**src/rtap_pkg.sv**
```systemverilog
`default_nettype none
package rtap_pkg;

    localparam int CordicSteps = 16;
    localparam logic signed [33:0] CordicGain = 34'sd652032874;

    typedef enum logic [1:0] {
        REQ_LOAD    = 2'd0,
        REQ_PREDICT = 2'd1,
        REQ_LIST    = 2'd2,
        REQ_NONE    = 2'd3
    } req_t;

    typedef enum logic [0:0] {
        CFG_COUNT  = 1'd0,
        CFG_HEIGHT = 1'd1
    } cfg_idx_t;

    typedef enum logic [3:0] {
        ST_IDLE,
        ST_PRED_X,
        ST_PRED_Y,
        ST_PRED_Z,
        ST_PRED_YAW,
        ST_ARM_START,
        ST_CORDIC,
        ST_MUL_X,
        ST_MUL_Y,
        ST_OUT
    } state_t;

    function automatic logic signed [33:0] atan_turn(input logic [3:0] k);
        logic signed [33:0] v;
        case (k)
            4'd0:  v = 34'sd536870912;
            4'd1:  v = 34'sd316933406;
            4'd2:  v = 34'sd167458907;
            4'd3:  v = 34'sd85004756;
            4'd4:  v = 34'sd42667331;
            4'd5:  v = 34'sd21354465;
            4'd6:  v = 34'sd10679838;
            4'd7:  v = 34'sd5340245;
            4'd8:  v = 34'sd2670163;
            4'd9:  v = 34'sd1335087;
            4'd10: v = 34'sd667544;
            4'd11: v = 34'sd333772;
            4'd12: v = 34'sd166886;
            4'd13: v = 34'sd83443;
            4'd14: v = 34'sd41722;
            default: v = 34'sd20861;
        endcase
        return v;
    endfunction

    // Angle of plate i for n plates: floor(i * 65536 / n), for n up to eight.
    function automatic logic [15:0] armor_offset(input logic [3:0] n, input logic [2:0] i);
        logic [15:0] v;
        case ({n, i})
            {4'd2, 3'd1}: v = 16'd32768;
            {4'd3, 3'd1}: v = 16'd21845;
            {4'd3, 3'd2}: v = 16'd43690;
            {4'd4, 3'd1}: v = 16'd16384;
            {4'd4, 3'd2}: v = 16'd32768;
            {4'd4, 3'd3}: v = 16'd49152;
            {4'd5, 3'd1}: v = 16'd13107;
            {4'd5, 3'd2}: v = 16'd26214;
            {4'd5, 3'd3}: v = 16'd39321;
            {4'd5, 3'd4}: v = 16'd52428;
            {4'd6, 3'd1}: v = 16'd10922;
            {4'd6, 3'd2}: v = 16'd21845;
            {4'd6, 3'd3}: v = 16'd32768;
            {4'd6, 3'd4}: v = 16'd43690;
            {4'd6, 3'd5}: v = 16'd54613;
            {4'd7, 3'd1}: v = 16'd9362;
            {4'd7, 3'd2}: v = 16'd18724;
            {4'd7, 3'd3}: v = 16'd28086;
            {4'd7, 3'd4}: v = 16'd37449;
            {4'd7, 3'd5}: v = 16'd46811;
            {4'd7, 3'd6}: v = 16'd56173;
            {4'd8, 3'd1}: v = 16'd8192;
            {4'd8, 3'd2}: v = 16'd16384;
            {4'd8, 3'd3}: v = 16'd24576;
            {4'd8, 3'd4}: v = 16'd32768;
            {4'd8, 3'd5}: v = 16'd40960;
            {4'd8, 3'd6}: v = 16'd49152;
            {4'd8, 3'd7}: v = 16'd57344;
            default:      v = 16'd0;
        endcase
        return v;
    endfunction

    function automatic logic signed [31:0] sat32(input logic signed [65:0] v);
        logic signed [31:0] r;
        if (v > 66'sd2147483647)
            r = 32'sh7fffffff;
        else if (v < -66'sd2147483648)
            r = 32'sh80000000;
        else
            r = v[31:0];
        return r;
    endfunction

endpackage
`default_nettype wire

```
**src/rtap_cordic.sv**
```systemverilog
`default_nettype none
// Iterative CORDIC: one rotation step per cycle, sixteen steps, Q30 outputs.
module rtap_cordic (
    input  wire logic               clk,
    input  wire logic               rst_n,
    input  wire logic               start,
    input  wire logic [15:0]        angle,
    output logic                    done,
    output logic signed [33:0]      cos_q30,
    output logic signed [33:0]      sin_q30
);
    logic signed [33:0] x_reg, y_reg, z_reg, x_next, y_next, z_next;
    logic [3:0] k_reg, k_next;
    logic busy_reg, busy_next, flip_reg, flip_next, done_reg, done_next;
    logic signed [33:0] z0, zf;

    always_comb
    begin
        z0 = {{2{angle[15]}}, angle, 16'd0};
        zf = z0;
        flip_next = flip_reg;
        x_next = x_reg;
        y_next = y_reg;
        z_next = z_reg;
        k_next = k_reg;
        busy_next = busy_reg;
        done_next = 1'b0;
        if (start)
        begin
            flip_next = 1'b0;
            if (z0 > 34'sd1073741824 || z0 < -34'sd1073741824)
            begin
                zf = {{2{~angle[15]}}, ~angle[15], angle[14:0], 16'd0};
                flip_next = 1'b1;
            end
            x_next = rtap_pkg::CordicGain;
            y_next = '0;
            z_next = zf;
            k_next = '0;
            busy_next = 1'b1;
        end
        else if (busy_reg)
        begin
            if (!z_reg[33])
            begin
                x_next = x_reg - (y_reg >>> k_reg);
                y_next = y_reg + (x_reg >>> k_reg);
                z_next = z_reg - rtap_pkg::atan_turn(k_reg);
            end
            else
            begin
                x_next = x_reg + (y_reg >>> k_reg);
                y_next = y_reg - (x_reg >>> k_reg);
                z_next = z_reg + rtap_pkg::atan_turn(k_reg);
            end
            k_next = k_reg + 4'd1;
            if (k_reg == 4'(rtap_pkg::CordicSteps - 1))
            begin
                busy_next = 1'b0;
                done_next = 1'b1;
            end
        end
    end

    always_ff @(posedge clk or negedge rst_n)
    begin
        if (!rst_n)
        begin
            busy_reg <= 1'b0;
            done_reg <= 1'b0;
            k_reg <= '0;
            flip_reg <= 1'b0;
        end
        else
        begin
            busy_reg <= busy_next;
            done_reg <= done_next;
            k_reg <= k_next;
            flip_reg <= flip_next;
        end
    end

    always_ff @(posedge clk)
    begin
        x_reg <= x_next;
        y_reg <= y_next;
        z_reg <= z_next;
    end

    assign done = done_reg;
    assign cos_q30 = flip_reg ? -x_reg : x_reg;
    assign sin_q30 = flip_reg ? -y_reg : y_reg;

endmodule
`default_nettype wire

```
**config.mk**
```make
export PLATFORM = sky130hd
export DESIGN_NAME = rtap_cordic
export DESIGN_NICKNAME = d
export VERILOG_FILES = /design/src/rtap_pkg.sv /design/src/rtap_cordic.sv
export SDC_FILE = /design/constraint.sdc
export NUM_CORES = 1
export LEC_CHECK = 0
export ABC_AREA = 0
export BUFFER_PORTS_ARGS = -buffer_cell sky130_fd_sc_hd__buf_2
export CORE_ASPECT_RATIO = 0.75
export CORE_MARGIN = 2
export CORE_UTILIZATION = 55
export CTS_CLUSTER_SIZE = 40
export DETAILED_ROUTE_END_ITERATION = 8
export PLACE_DENSITY = 0.73
export SETUP_SLACK_MARGIN = 0.2
export SYNTH_ARGS = -nofsm -noshare
export SYNTH_HDL_FRONTEND = slang
export SYNTH_SLANG_ARGS = --single-unit
```
**constraint.sdc**
```tcl
create_clock -name clk -period 15.5 [get_ports clk]
set_input_delay 1.55 -clock clk [delete_from_list [all_inputs] [get_ports clk]]
set_output_delay 1.55 -clock clk [all_outputs]
set_load 0.01 [all_outputs]
```
==> impl_metrics.py, run 1 <==
metrics = {
    "cts": {
        "cts_tree": "built",
        "hold_buffers": 0,
        "insertion_delay_ns": 0.40,
        "path_clk_slew_ns": 0.09,
        "postCtsSetupBuffers": 0,
        "clk_path_buf_depth": 2,
        "cts.sinks": 109,
        "cts_resized": 0,
        "root_buffer": "clkbuf_16",
        "h-tree-depth": 3,
        "cts_buffers": 9,
    },
    "critical_path": {
        "regToRegSetupSlack_ns": 8.73,
        "crit_type": "reg2reg",
        "critPathArrivalTime_ns": 7.02,
        "reg2reg_depth": 19,
        "max_stage_delay_ns": 1.00,
        "cp-end-kind": "flop",
        "crit_end": "y_reg[28]$_SDFFE_PP0P_",
        "timing.rr.start": "k_reg[0]$_DFFE_PN0P_",
        "crit_path_start_kind": "flop",
        "cp_data_required_time_ns": 15.76,
        "path_cells": "buf_4, mux4_2, mux4_2, a2111oi_1, and2b_1, nand4_4, nand2_1, xnor2_1, ha_1, a21o_1, a21oi_1, o21ai_0, or3_1, a211oi_1, o31ai_1, a311oi_1, xnor2_1, mux2i_1, nor2_1",
        "cp_max_fo": 61,
        "critical_path.slowest_cell": "dfrtp_4",
        "crit_start": "k_reg[0]$_DFFE_PN0P_",
        "worst_r2r_endpoint": "y_reg[28]$_SDFFE_PP0P_",
    },
    "synthesis": {
        "ys_warn_count": 0,
        "netlist_instances": 2165,
        "ys_async_sr_fraction": 0.0642,
        "synth_area_mm2": 0.0172,
        "synth_top_flop_cell": "dfxtp_1",
        "syn_nets": 2300,
        "seq_area_frac_synth": 0.149,
        "synth_edf_count": 34,
        "ys_ff_latch": 109,
        "avgSynthCellArea_um2": 7.92,
        "ys_types": 93,
    },
    "drt": {
        "drtIter0Drc": 1582,
        "vias": 16600,
        "routed_wl_um": 52900,
        "wl_per_cell_um": 21.1,
        "drc": 0,
        "viasPerCell": 6.62,
        "dr.pass1.iters": 8,
        "ant_nets": 0,
    },
    "sta": {
        "rsz0062_at_grt": "no",
        "fmaxAchievable_mhz": 148,
        "setup_tns_ns": 0,
        "worst_slack_ns": 8.73,
        "hold_violations": 0,
        "drv_slew": 0,
        "max-slew-margin-rel": 0.416,
        "finalCritPeriodShare": 0.437,
        "finalSetupViolCount": 0,
        "post-route-min-period_ns": 6.77,
        "worst_pin_slew_ns": 0.871,
        "clock_skew_ns": 0.0124,
    },
    "global_routing": {
        "antenna_found_initial": 0,
        "grt_max_degree": 70,
        "grt_overflow_total": 0,
        "grt_pass1_vias": 15200,
        "grt_usage": 0.318,
        "grt_first_pass_wirelength_um": 83400,
    },
    "floorplanning": {
        "coreArea_mm2": 0.0304,
        "die_area_mm2": 0.0326,
        "dieHeight_um": 157,
        "ios": 88,
        "die_x_um": 208,
        "rows": 55,
        "start_util": 0.564,
    },
    "layout": {
        "areaGrowthSynthToFinish_pct": 3.32,
        "insertedDiodeCount": 0,
        "fin_cells": 2507,
        "final_util": 0.583,
        "drive_gt1_frac": 0.124,
        "fin_nets": 2238,
        "num-fill-cells": 2857,
    },
    "placement": {
        "portBuffers": 87,
        "dpl.cell_count": 2491,
        "dp_hpwl_um": 39100,
        "dpl_worst_slack_ns": 8.78,
        "place_congestion": 0.980,
    },
    "run": {
        "max_cap_viol_count": 0,
    },
    "worst_hold_path": {
        "min_path_type": "reg2reg",
    },
    "status": {
        "status": "completed",
    },
}
==> metrics by stage <==
stage               cell area, µm²  hold slack [ns]
floorplan                    17200            0.502
global placement             17400            0.551
detailed placement           17400            0.558
CTS                          17700            0.568
global route                 17700            0.580
finish                       17700            0.572
==> worst min path at each step <==
| stage | to | slack (ns) | cells past startpoint | start |
|---|---|---|---|---|
| finish | y_reg[0]$_SDFFE_PP0P_ | 0.57 | 2 | y_reg[0]$_SDFFE_PP0P_ |
| global route | y_reg[0]$_SDFFE_PP0P_ | 0.58 | 2 | y_reg[0]$_SDFFE_PP0P_ |
| global placement | y_reg[0]$_SDFFE_PP0P_ | 0.55 | 2 | y_reg[0]$_SDFFE_PP0P_ |
| detailed placement | y_reg[0]$_SDFFE_PP0P_ | 0.56 | 2 | y_reg[0]$_SDFFE_PP0P_ |
| CTS | y_reg[0]$_SDFFE_PP0P_ | 0.57 | 2 | y_reg[0]$_SDFFE_PP0P_ |
| floorplan | y_reg[0]$_SDFFE_PP0P_ | 0.50 | 2 | y_reg[0]$_SDFFE_PP0P_ |
==> placed cells by master (no fill, tap or decap), types with 28 or more instances in the layout <==
cell,instances
inv_1,57
nand2_1,203
mux2_2,37
nor3_1,36
mux4_2,69
buf_2,86
xor2_1,71
nand2b_1,31
a211oi_1,28
a31oi_1,28
o21ai_0,137
mux2i_1,86
xnor2_1,166
a21oi_1,178
a21o_1,68
nor2_1,187
dfxtp_1,68
edfxtp_1,34
ha_1,113
==> synth_stat cells, types with 16 or more instances <==
master | number | area (µm²)
mux2i_1 | 86 | 861
o21a_1 | 20 | 150
nor4_1 | 19 | 119
clkbuf_1 | 112 | 420
nand2_1 | 203 | 762
edfxtp_1 | 34 | 1020
mux4_2 | 69 | 1550
a21oi_1 | 178 | 891
dfxtp_1 | 68 | 1360
and3_1 | 19 | 119
nand2b_1 | 31 | 194
a31oi_1 | 28 | 175
nor2b_1 | 21 | 131
nor2_1 | 188 | 706
o21ai_0 | 137 | 686
buf_2 | 16 | 80.1
nand3_1 | 27 | 135
o211ai_1 | 16 | 120
ha_1 | 113 | 1410
o21bai_1 | 17 | 128
inv_1 | 58 | 218
xnor2_1 | 166 | 1450
mux2_2 | 37 | 417
nor3_1 | 36 | 180
o31ai_1 | 21 | 158
buf_1 | 33 | 124
a21o_1 | 68 | 510
a211oi_1 | 28 | 210
xor2_1 | 71 | 622
==> kinds of logic after synthesis <==
kind of cell,synth area share
adder cells (fa/ha/maj),0.0859
multiplexers,0.168
flip-flops,0.149
AND/OR/NAND/NOR,0.172
AO/OA/AOI/OAI,0.241
XOR/XNOR,0.124
buffers and inverters,0.0603
==> final cells by class <==
cell class	count	area, µm²	share of cell area
flip-flops and latches	109	2570	0.145
multi-input cells	1816	13600	0.765
inverters	61	229	0.0129
repair buffers	106	581	0.0328
clock buffers	9	225	0.0127
clock inverters	7	53.8	0.00304
well taps	399	499	0.0282
==> per-layer routing <==
| layer | part of all wire | track usage | wire, µm |
|---|---|---|---|
| met2 | 0.43 | 0.485 | 22500 |
| met1 | 0.44 | 0.435 | 23300 |
| met5 | 0 | 0 | 0 |
| met4 | 0.041 | 0.134 | 2170 |
| met3 | 0.093 | 0.0696 | 4900 |
==> worst max-delay path, delay by kind of cell, from the launching register on <==
kind / cells / cell delay, ns
multiplexers: 3 / 1.33
XOR/XNOR: 2 / 0.18
AND/OR/NAND/NOR: 5 / 0.91
flip-flops: 1 / 1.00
adder cells (fa/ha/maj): 1 / 0.39
buffers and inverters: 1 / 0.76
AO/OA/AOI/OAI: 7 / 2.01
Power of run 1 is not shown: default switching activity piles up to over one toggle a cycle in this logic, so the estimate is an artifact.
==> run 2: changes to the inputs <==
==> constraint.sdc (replaced) <==
create_clock -name clk -period 6.3 [get_ports clk]
set_input_delay 0.63 -clock clk [delete_from_list [all_inputs] [get_ports clk]]
set_output_delay 0.63 -clock clk [all_outputs]
set_load 0.01 [all_outputs]
==> impl_metrics.py, run 2 (synthesis results as in run 1) <==
metrics = {
    "floorplanning": {
        "coreArea_mm2": 0.0304,
        "dieHeight_um": 157,
        "die_x_um": 208,
        "start_util": 0.564,
        "rows": 55,
        "ios": 88,
        "die_area_mm2": 0.0326,
    },
    "worst_hold_path": {
        "min_path_type": "in2async",
    },
    "global_routing": {
        "grt_overflow_total": 0,
        "grt_usage": 0.331,
        "antenna_found_initial": 0,
        "grt_max_degree": 75,
        "grt_pass1_vias": 15700,
        "grt_first_pass_wirelength_um": 86900,
    },
    "sta": {
        "worst_pin_slew_ns": 0.911,
        "drv_slew": 0,
        "rsz0062_at_grt": "no",
        "clock_skew_ns": 0.0161,
        "finalSetupViolCount": 0,
        "hold_violations": 0,
        "max-slew-margin-rel": 0.385,
        "post-route-min-period_ns": 5.82,
        "setup_tns_ns": 0,
        "finalCritPeriodShare": 0.924,
        "fmaxAchievable_mhz": 172,
    },
    "status": {
        "status": "completed",
    },
    "layout": {
        "drive_gt1_frac": 0.143,
        "seq_area_mm2": 0.00257,
        "layout_common_cells": "nand2_1 (203), nor2_1 (187), a21oi_1 (177)",
        "layout_commonest_cell": "nand2_1",
        "areaGrowthSynthToFinish_pct": 5.78,
        "fin_nets": 2276,
        "num-fill-cells": 2828,
        "multi_input_area_mm2": 0.0136,
        "insertedDiodeCount": 0,
    },
    "cts": {
        "cts.sinks": 109,
        "root_buffer": "clkbuf_16",
        "path_clk_slew_ns": 0.09,
        "cts_buffers": 9,
        "insertion_delay_ns": 0.40,
        "clk_path_buf_depth": 2,
        "cts_tree": "built",
        "hold_buffers": 0,
        "h-tree-depth": 3,
    },
    "critical_path": {
        "critPathArrivalTime_ns": 6.17,
        "crit_path_start_kind": "flop",
        "cp_data_required_time_ns": 6.65,
        "crit_type": "reg2reg",
        "cp-end-kind": "flop",
        "timing.rr.start": "k_reg[3]$_DFFE_PN0P_",
        "crit_start": "k_reg[3]$_DFFE_PN0P_",
        "cp_max_fo": 73,
    },
    "drt": {
        "wl_per_cell_um": 21.7,
        "viasPerCell": 6.65,
        "drc": 0,
        "ant_nets": 0,
        "routed_wl_um": 55200,
        "dr.pass1.iters": 5,
        "drtIter0Drc": 1980,
        "vias": 16900,
    },
    "placement": {
        "portBuffers": 87,
        "place_congestion": 0.998,
        "dp_hpwl_um": 40900,
    },
    "run": {
        "max_cap_viol_count": 0,
    },
}
[run 2: critical path: stages, from the launching register on]
cell	delay, ns
dfrtp_4	0.63
buf_12	0.34
mux2_2	0.42
mux2i_1	0.28
inv_1	0.09
mux4_2	0.54
a211oi_1	0.20
buf_4	0.21
and3_1	0.27
a21oi_1	0.11
xnor2_1	0.22
ha_1	0.32
a21oi_1	0.19
o211ai_1	0.15
a211oi_1	0.28
o21ai_0	0.17
a21oi_1	0.16
o21ai_0	0.21
a211oi_1	0.33
xnor3_1	0.30
a21oi_1	0.18
a31o_1	0.11
[run 2: cell type report]
class,instances,area share
Tap cell,399,0.0275
Multi-Input combinational cell,1816,0.749
Clock buffer,10,0.0138
Timing Repair Buffer,144,0.0509
Clock inverter,6,0.00400
Inverter,61,0.0128
Sequential cell,109,0.142
[run 2: repair_timing]
action	in CTS	in global routing
gates resized for setup	0	8
setup endpoints to repair	0	31
setup buffers	0	3
[run 2: per-stage QoR]
step	std cells	hold WS [ns]	worst slack [ns]	utilization	cell area [µm²]
3_3_place_gp	2526	0.501	0.457	0.583	17700
4_1_cts	2542	0.0625	0.318	0.594	18100
2_1_floorplan	2165	0.334	0.328	-	17200
3_5_place_dp	2526	0.501	0.346	0.583	17700
6_report	2545	0.0680	0.477	0.597	18100
5_1_grt	2545	0.0688	0.204	0.597	18100
[run 2: per-layer routing]
layer | wire length (µm) | GRT usage
met1 | 24000 | 0.451
met2 | 24400 | 0.532
met3 | 5240 | 0.0676
met4 | 1520 | 0.101
met5 | 0 | 0
[run 2: path summary, 6_finish.rpt]
path,end,slack (ns),cells past startpoint
hold / removal,flip_reg$_DFFE_PN0P_,0.07,1
setup reg to reg,x_reg[33]$_SDFFE_PP0P_,0.48,21
setup / recovery,x_reg[33]$_SDFFE_PP0P_,0.48,21
min in group clk,flip_reg$_DFFE_PN0P_,0.52,3
hold reg to reg,y_reg[0]$_SDFFE_PP0P_,0.59,2
max in group asynchronous,k_reg[3]$_DFFE_PN0P_,6.02,1
Power of run 2 is left out for the same reason.
